**src/sv/frx_pkg.sv**
```systemverilog
// ----------------------------------------------------------------------------
// frx_pkg
// Shared types and constants for the FASTA record extractor.
// ----------------------------------------------------------------------------
package frx_pkg;

    // Counter and register widths
    localparam int COUNT_WIDTH     = 32;
    localparam int TOTAL_WIDTH     = 32;
    localparam int SEEN_WIDTH      = 25;
    localparam int TARGET_WIDTH    = 24;
    localparam int CAP_WIDTH       = 8;
    localparam int BYTE_WIDTH      = 8;
    localparam int CFG_INDEX_WIDTH = 2;
    localparam int CFG_DATA_WIDTH  = 24;

    // Queue geometry (depth is a power of two so pointers wrap naturally)
    localparam int QUEUE_DEPTH = 2;
    localparam int PTR_WIDTH   = $clog2(QUEUE_DEPTH);
    localparam int QCNT_WIDTH  = $clog2(QUEUE_DEPTH + 1);

    // Reset values of the configuration registers
    localparam logic [TARGET_WIDTH-1:0] TARGET_RESET = TARGET_WIDTH'(1);
    localparam logic [CAP_WIDTH-1:0]    CAP_RESET    = CAP_WIDTH'(128);

    // Configuration register indexes
    localparam logic [CFG_INDEX_WIDTH-1:0] REG_TARGET     = CFG_INDEX_WIDTH'(0);
    localparam logic [CFG_INDEX_WIDTH-1:0] REG_HEADER_CAP = CFG_INDEX_WIDTH'(1);

    // Character codes
    localparam logic [BYTE_WIDTH-1:0] CHAR_GT      = 8'h3E;
    localparam logic [BYTE_WIDTH-1:0] CHAR_NL      = 8'h0A;
    localparam logic [BYTE_WIDTH-1:0] CASE_BIT     = 8'h20;
    localparam logic [BYTE_WIDTH-1:0] CHAR_UPPER_A = 8'h41;
    localparam logic [BYTE_WIDTH-1:0] CHAR_UPPER_Z = 8'h5A;

    localparam logic [SEEN_WIDTH-1:0] SEEN_MAX = '1;

    // Result kinds
    typedef enum logic [1:0] {
        KIND_HEADER = 2'd0,
        KIND_BASE   = 2'd1,
        KIND_DONE   = 2'd2,
        KIND_EOF    = 2'd3
    } kind_t;

    // Classified input request, front to back
    typedef struct packed {
        logic [BYTE_WIDTH-1:0] data;
        logic                  eof;
        logic                  is_gt;
        logic                  is_nl;
        logic                  is_letter;
    } item_t;

    // One result entry
    typedef struct packed {
        kind_t                  kind;
        logic [BYTE_WIDTH-1:0]  value;
        logic [TOTAL_WIDTH-1:0] total;
    } result_t;

    // Configuration seen by the back end
    typedef struct packed {
        logic [TARGET_WIDTH-1:0] target;
        logic [CAP_WIDTH-1:0]    cap;
    } cfg_t;

endpackage

```
**src/sv/frx_front.sv**
```systemverilog
// ----------------------------------------------------------------------------
// frx_front
// Accepts raw bytes, classifies them and queues them for the back end.
// ----------------------------------------------------------------------------
module frx_front
    import frx_pkg::*;
(
    input  logic                  clk,
    input  logic                  rst_n,
    input  logic                  push,
    input  logic [BYTE_WIDTH-1:0] data_byte,
    input  logic                  end_of_file,
    output logic                  full,
    output logic                  item_valid,
    output item_t                 item,
    input  logic                  item_take
);

    item_t                 q_reg [QUEUE_DEPTH];
    logic [PTR_WIDTH-1:0]  wr_ptr_reg, wr_ptr_next;
    logic [PTR_WIDTH-1:0]  rd_ptr_reg, rd_ptr_next;
    logic [QCNT_WIDTH-1:0] cnt_reg, cnt_next;
    logic                  do_push;
    logic                  do_pop;
    logic [BYTE_WIDTH-1:0] folded;
    item_t                 new_item;

    // Classify: folding the case bit maps both letter ranges onto one
    always_comb
    begin
        folded             = data_byte | CASE_BIT;
        new_item.data      = data_byte;
        new_item.eof       = end_of_file;
        new_item.is_gt     = (data_byte == CHAR_GT);
        new_item.is_nl     = (data_byte == CHAR_NL);
        new_item.is_letter = (folded >= (CHAR_UPPER_A | CASE_BIT)) &&
                             (folded <= (CHAR_UPPER_Z | CASE_BIT));
    end

    assign full       = (cnt_reg == QCNT_WIDTH'(QUEUE_DEPTH));
    assign item_valid = (cnt_reg != '0);
    assign item       = q_reg[rd_ptr_reg];
    assign do_push    = push && !full;
    assign do_pop     = item_take && item_valid;

    // Queue bookkeeping
    always_comb
    begin
        wr_ptr_next = do_push ? wr_ptr_reg + PTR_WIDTH'(1) : wr_ptr_reg;
        rd_ptr_next = do_pop  ? rd_ptr_reg + PTR_WIDTH'(1) : rd_ptr_reg;
        cnt_next    = cnt_reg + QCNT_WIDTH'(do_push) - QCNT_WIDTH'(do_pop);
    end

    always_ff @(posedge clk or negedge rst_n)
    begin
        if (!rst_n)
        begin
            wr_ptr_reg <= '0;
            rd_ptr_reg <= '0;
            cnt_reg    <= '0;
        end
        else
        begin
            wr_ptr_reg <= wr_ptr_next;
            rd_ptr_reg <= rd_ptr_next;
            cnt_reg    <= cnt_next;
        end
    end

    // Queue storage
    always_ff @(posedge clk)
    begin
        if (do_push)
        begin
            q_reg[wr_ptr_reg] <= new_item;
        end
    end

endmodule

```
**src/sv/frx_back.sv**
```systemverilog
// ----------------------------------------------------------------------------
// frx_back
// Record tracking state; turns classified requests into results and queues
// them for the output side.
// ----------------------------------------------------------------------------
module frx_back
    import frx_pkg::*;
(
    input  logic                   clk,
    input  logic                   rst_n,
    input  cfg_t                   cfg,
    input  logic                   item_valid,
    input  item_t                  item,
    output logic                   item_take,
    output logic                   empty,
    input  logic                   pop,
    output logic [1:0]             kind,
    output logic [BYTE_WIDTH-1:0]  value,
    output logic [TOTAL_WIDTH-1:0] base_total
);

    // Widened count used for the clamp to the output width
    localparam int EXT_WIDTH = (COUNT_WIDTH > TOTAL_WIDTH) ? COUNT_WIDTH : TOTAL_WIDTH + 1;

    logic [SEEN_WIDTH-1:0]  seen_reg, seen_next;
    logic                   in_header_reg, in_header_next;
    logic [CAP_WIDTH-1:0]   hdr_cnt_reg, hdr_cnt_next;
    logic [COUNT_WIDTH-1:0] base_cnt_reg, base_cnt_next;
    logic                   finished_reg, finished_next;

    result_t                oq_reg [QUEUE_DEPTH];
    logic [PTR_WIDTH-1:0]   wr_ptr_reg, rd_ptr_reg;
    logic [QCNT_WIDTH-1:0]  cnt_reg, cnt_next;

    logic                   chosen;
    logic                   emit;
    kind_t                  emit_kind;
    logic [BYTE_WIDTH-1:0]  emit_value;
    logic [EXT_WIDTH-1:0]   count_ext;
    logic [TOTAL_WIDTH-1:0] total;
    logic                   do_pop;
    logic                   do_push;
    result_t                head;

    // Output queue status
    assign do_pop    = pop && !empty;
    assign empty     = (cnt_reg == '0);
    assign item_take = item_valid && ((cnt_reg != QCNT_WIDTH'(QUEUE_DEPTH)) || do_pop);
    assign do_push   = item_take && emit;

    assign chosen = (seen_reg == SEEN_WIDTH'(cfg.target));

    // Record state update and result selection
    always_comb
    begin
        seen_next      = seen_reg;
        in_header_next = in_header_reg;
        hdr_cnt_next   = hdr_cnt_reg;
        base_cnt_next  = base_cnt_reg;
        finished_next  = finished_reg;
        emit           = 1'b0;
        emit_kind      = KIND_HEADER;
        emit_value     = '0;
        if (item.eof)
        begin
            emit           = !finished_reg;
            emit_kind      = KIND_EOF;
            seen_next      = '0;
            in_header_next = 1'b0;
            hdr_cnt_next   = '0;
            base_cnt_next  = '0;
            finished_next  = 1'b0;
        end
        else if (!finished_reg)
        begin
            if (in_header_reg)
            begin
                // newline closes the header; '>' here is plain header text
                if (item.is_nl)
                begin
                    in_header_next = 1'b0;
                end
                else if (chosen && (hdr_cnt_reg < cfg.cap))
                begin
                    hdr_cnt_next = hdr_cnt_reg + CAP_WIDTH'(1);
                    emit         = 1'b1;
                    emit_kind    = KIND_HEADER;
                    emit_value   = item.data;
                end
            end
            else if (item.is_gt)
            begin
                if (seen_reg != SEEN_MAX)
                begin
                    seen_next = seen_reg + SEEN_WIDTH'(1);
                end
                if (chosen)
                begin
                    finished_next = 1'b1;
                    emit          = 1'b1;
                    emit_kind     = KIND_DONE;
                end
                else
                begin
                    in_header_next = 1'b1;
                end
            end
            else if (chosen && item.is_letter)
            begin
                if (base_cnt_reg != '1)
                begin
                    base_cnt_next = base_cnt_reg + COUNT_WIDTH'(1);
                end
                emit       = 1'b1;
                emit_kind  = KIND_BASE;
                emit_value = item.data | CASE_BIT;
            end
        end
    end

    // Count reported with the result, clamped to the port width
    always_comb
    begin
        count_ext = EXT_WIDTH'(base_cnt_next);
        if (emit_kind == KIND_EOF)
        begin
            count_ext = EXT_WIDTH'(base_cnt_reg);
        end
        total = (|count_ext[EXT_WIDTH-1:TOTAL_WIDTH]) ? '1 : count_ext[TOTAL_WIDTH-1:0];
    end

    assign cnt_next = cnt_reg + QCNT_WIDTH'(do_push) - QCNT_WIDTH'(do_pop);

    always_ff @(posedge clk or negedge rst_n)
    begin
        if (!rst_n)
        begin
            seen_reg      <= '0;
            in_header_reg <= 1'b0;
            hdr_cnt_reg   <= '0;
            base_cnt_reg  <= '0;
            finished_reg  <= 1'b0;
            wr_ptr_reg    <= '0;
            rd_ptr_reg    <= '0;
            cnt_reg       <= '0;
        end
        else
        begin
            if (item_take)
            begin
                seen_reg      <= seen_next;
                in_header_reg <= in_header_next;
                hdr_cnt_reg   <= hdr_cnt_next;
                base_cnt_reg  <= base_cnt_next;
                finished_reg  <= finished_next;
            end
            if (do_push)
            begin
                wr_ptr_reg <= wr_ptr_reg + PTR_WIDTH'(1);
            end
            if (do_pop)
            begin
                rd_ptr_reg <= rd_ptr_reg + PTR_WIDTH'(1);
            end
            cnt_reg <= cnt_next;
        end
    end

    // Result queue storage
    always_ff @(posedge clk)
    begin
        if (do_push)
        begin
            oq_reg[wr_ptr_reg] <= '{kind: emit_kind, value: emit_value, total: total};
        end
    end

    assign head       = oq_reg[rd_ptr_reg];
    assign kind       = head.kind;
    assign value      = head.value;
    assign base_total = head.total;

endmodule

```
**src/sv/fasta_record_extractor.sv**
```systemverilog
// ----------------------------------------------------------------------------
// fasta_record_extractor
// Extracts one numbered record from a FASTA byte stream.
// ----------------------------------------------------------------------------
// Takes one byte (or an end-of-file marker) per clock and sustains one request
// per cycle when the result side pops every cycle. A byte is classified in the
// front end, waits in a two-entry queue, and is processed by the back end's
// record state, then sits in a two-entry result queue: a result is registered
// into that queue when the back end takes its request and shows on the output
// ports until popped. The state update in the back end sets the rate.
// Configuration is always ready and must only be written while the block is
// idle.
module fasta_record_extractor
    import frx_pkg::*;
(
    input  logic                       clk,
    input  logic                       rst_n,
    input  logic                       push,
    output logic                       full,
    input  logic [BYTE_WIDTH-1:0]      data_byte,
    input  logic                       end_of_file,
    output logic                       empty,
    input  logic                       pop,
    output logic [1:0]                 kind,
    output logic [BYTE_WIDTH-1:0]      value,
    output logic [TOTAL_WIDTH-1:0]     base_total,
    input  logic                       cfg_valid,
    output logic                       cfg_ready,
    input  logic [CFG_INDEX_WIDTH-1:0] cfg_index,
    input  logic [CFG_DATA_WIDTH-1:0]  cfg_data
);

    logic [TARGET_WIDTH-1:0] target_reg;
    logic [CAP_WIDTH-1:0]    cap_reg;
    cfg_t                    cfg;
    logic                    item_valid;
    logic                    item_take;
    item_t                   item;

    assign cfg_ready = 1'b1;

    // Configuration registers; unknown indexes are dropped
    always_ff @(posedge clk or negedge rst_n)
    begin
        if (!rst_n)
        begin
            target_reg <= TARGET_RESET;
            cap_reg    <= CAP_RESET;
        end
        else if (cfg_valid && cfg_ready)
        begin
            unique case (cfg_index)
                REG_TARGET:     target_reg <= cfg_data[TARGET_WIDTH-1:0];
                REG_HEADER_CAP: cap_reg    <= cfg_data[CAP_WIDTH-1:0];
                default:        ;
            endcase
        end
    end

    assign cfg = '{target: target_reg, cap: cap_reg};

    frx_front u_front (
        .clk         (clk),
        .rst_n       (rst_n),
        .push        (push),
        .data_byte   (data_byte),
        .end_of_file (end_of_file),
        .full        (full),
        .item_valid  (item_valid),
        .item        (item),
        .item_take   (item_take)
    );

    frx_back u_back (
        .clk        (clk),
        .rst_n      (rst_n),
        .cfg        (cfg),
        .item_valid (item_valid),
        .item       (item),
        .item_take  (item_take),
        .empty      (empty),
        .pop        (pop),
        .kind       (kind),
        .value      (value),
        .base_total (base_total)
    );

endmodule

```
**config.mk**
```make
export PLATFORM = sky130hd
export DESIGN_NAME = fasta_record_extractor
export DESIGN_NICKNAME = d
export VERILOG_FILES = /design/src/sv/frx_pkg.sv /design/src/sv/frx_front.sv /design/src/sv/frx_back.sv /design/src/sv/fasta_record_extractor.sv
export SDC_FILE = /design/constraint.sdc
export NUM_CORES = 1
export LEC_CHECK = 0
export ABC_AREA = 1
export BUFFER_PORTS_ARGS = -buffer_cell sky130_fd_sc_hd__buf_4
export CAP_MARGIN = 0
export CORE_ASPECT_RATIO = 0.6
export CORE_MARGIN = 10
export CORE_UTILIZATION = 48
export DETAILED_ROUTE_END_ITERATION = 8
export PLACE_DENSITY = 0.77
export RECOVER_POWER = 100
export SYNTH_ARGS = -nofsm -noshare
export SYNTH_HDL_FRONTEND = slang
export SYNTH_SLANG_ARGS = --single-unit
```
**constraint.sdc**
```tcl
create_clock -name clk -period 5.6 [get_ports clk]
set_clock_uncertainty 0.2 [all_clocks]
set_input_delay 0.56 -clock clk [delete_from_list [all_inputs] [get_ports clk]]
set_output_delay 0.56 -clock clk [all_outputs]
set_load 0.1 [all_outputs]
```
==> results.md <==
- Status: finished with violations
- Failing checks: capacitance limit, slew limit
- Drc violations: 0
- Largest net degree at the start of global routing: 67
- CP endpoint kind: primary output
- Max incr delay on CP: 1500 ps
- Area grow syn2layout: 12.5%
- Max VDD drop: 0.248 mV
- Total power draw: 6.57 mW
- IO buf count: 83
- Synth unique cells: 46
- CTS Buffer Depth: 3
- Routed len/inst: 16.2 µm
- YS warnings: 0
- Setup TNS: 0 ps
- Num rows: 42
- Fill cell total of the finished layout: 2049
- Clk slew on worst S/H paths: 60 ps
- Detailed router's first-iteration violation count: 955
- Max Fclk: 227 MHz
- Root buf cell: clkbuf_16
- Startpoint Class: register
- Die X-Extent: 215 µm
- Post-synthesis cell count: 1303
- Worst Path Arrival: 3650 ps
- Vias/cell: 5.32
- WL final: 27600 µm
- Setup-failing EPs final: 0
- Syn_area_per_cell: 8.41 µm²
- Worst path cell trace: clkbuf_1, nand2_1, nand2_1, clkbuf_1
- Clk Latency, worst-skew pair: 510 ps
- Max reg flops: 84
- Core ar.: 0.0222 mm²
- Register area share after synthesis: 54.1%
- Period utilization: 78.8%
- DIE AREA: 0.0295 mm²
- # diodes: 0
- Post-CTS Setup Bufs: 0
- Pre-antenna DRT Iters: 6
- Post-route cell area: 0.0123 mm²
- Overflow after GRT: 0
- First-pass GRT wire length: 44600 µm
- Critical Path Slowest Stage Cell: clkbuf_1
- GR Util All Layers: 18.5%
- Worst Path Max Fanout: 43
- NumNets Final: 1431
- Vias in the first global route: 8368
- Synth Cell Area: 0.0110 mm²
- Cts bufs inserted: 22
- Post-CTS Hold Buffers: 0
- Unrepaired setup endpoints after global routing: false
- Max-Cap Viols: 3
- Die height: 137 µm
- Cts repair resizes: 0
- Min-delay worst type: in -> reg
- Post-synthesis net count: 1357
- CTS Sinks: 215
- Worst-margin pin slew: 3790 ps
- Pwr per Cell Area: 533 mW/mm²
- Io pins: 85
- Minimum clock period: 4410 ps
- Vias: 9048
- Max Slew Vio Count: 156
- Final hold violations: 0
- H-Tree Depth: 1
- Seq cells post-synth: 215
- Post-DP Area: 0.0118 mm²
- Routability Congestion: 0.963
- Leakage: 5.35 nW
- CTS tree: built
- Initial Util: 49.3%
- Max-slew headroom: -153%
- Kind of critical path: reg -> out
- Post-DP HPWL: 19700 µm
- Initial antenna violation count: 0
- ANT nets after route: 0
- Share of cells above drive strength 1: 6.82%
- Worst EP required: 4840 ps
==> cell type report <==
| cell class | count | area [µm²] | share of cell area (%) |
|---|---|---|---|
| Clock buffer | 31 | 626 | 5.07 |
| Clock inverter | 9 | 97.6 | 0.791 |
| Tap cell | 308 | 385 | 3.13 |
| Sequential cell | 215 | 5920 | 48.0 |
| Timing Repair Buffer | 93 | 478 | 3.88 |
| Multi-Input combinational cell | 883 | 4210 | 34.2 |
| Inverter | 162 | 608 | 4.93 |
==> critical path: cells and delay by family (launching register included) <==
kind | cells | cell delay [ps]
AND/OR/NAND/NOR | 2 | 390
flip-flops | 1 | 350
buffers and inverters | 2 | 2390
==> cell usage in the layout, fill, tap and decap left out, types with 2 or more instances in the layout <==
cell type	instances
nand2_1	404
inv_1	151
edfxtp_1	108
dfrtp_1	105
nand3_1	100
o21ai_0	92
nor2_1	89
clkbuf_1	64
nand4_1	43
a21oi_1	35
buf_4	33
nor3_1	26
clkbuf_16	23
xor2_1	17
ha_1	14
nor4_1	10
o31ai_1	10
inv_2	8
xnor2_1	7
clkinv_1	6
nand3b_1	5
or2_2	4
mux2_2	4
clkinv_2	3
nor2_2	2
nand4_2	2
o21bai_1	2
dfstp_2	2
bufinv_16	2
clkbuf_8	2
==> cell usage after synthesis, drive strengths merged <==
library cell  number  share of area (%)
o2111a             1               0.10
nor4              10               0.57
o31ai             10               0.69
or2                5               0.29
clkbuf            29                1.0
ha                14                1.6
nand4             45                2.7
a41oi              1              0.080
edfxtp           108                 30
xor2              17                1.4
o2111ai            1              0.080
and2               1              0.069
nand3b             5               0.34
clkinv             3               0.10
xnor2              7               0.56
and3               1              0.057
nand3            101                4.7
nor3b              1              0.069
o21ai             95                4.5
mux2               4               0.41
o21bai             2               0.14
dfstp              2               0.48
o21a               1              0.069
inv              159                5.4
dfrtp            105                 24
a21oi             35                1.6
nand2            405                 14
o41ai              1              0.080
nor2              92                3.2
buf               14               0.96
nor3              27                1.3
conb               1              0.034
==> report_power, final <==
group,switching (mW),internal [mW]
Clock,0.606,0.873
Combinational,2.52,0.381
Sequential,0.129,2.07
Total,3.26,3.32
==> routing by layer <==
metal  track usage, %  wire (µm)  vias to the layer above
met4             4.17        461                        0
li1                 -          -                     4451
met3             4.85       2790                       40
met5                0          0                        -
met1             28.2      13600                     4180
met2             25.4      10800                      377
==> worst paths after layout <==
kind	startpoint	to	slack (ps)	depth (start not counted)
max in group asynchronous	rst_n	cap_reg[7]	1890	2
min	cfg_data[8]	target_reg[8]	80	2
max	u_back.rd_ptr_reg	base_total[28]	1190	4
max reg2reg	u_front.rd_ptr_reg	u_back.base_cnt_reg[9]	1360	7
min reg2reg	u_back.wr_ptr_reg	u_back.wr_ptr_reg	280	2
min in group asynchronous	rst_n	target_reg[2]	1160	1
==> stage by stage <==
stage,setup WS (ps),hold slack [ps],util (%),instances
after detailed placement,2010,263,53.3,1661
final,1190,80.6,55.5,1701
after floorplan,1680,64.4,-,1303
after global routing,922,77.3,55.5,1701
after CTS,2000,5.62,56.5,1701
after global placement,2180,265,53.3,1661
==> logic make-up (layout without fill, tap and decap cells) <==
kind of cell	Yosys count	in the layout	synth area share, %
multiplexers	4	4	0.411
buffers and inverters	205	295	7.51
other	1	1	0.0342
AND/OR/NAND/NOR	693	693	27.2
AO/OA/AOI/OAI	147	147	7.31
flip-flops	215	215	54.1
adder cells (fa/ha/maj)	14	14	1.60
XOR/XNOR	24	24	1.92
No activity file was read; power rests on OpenSTA's default activity.
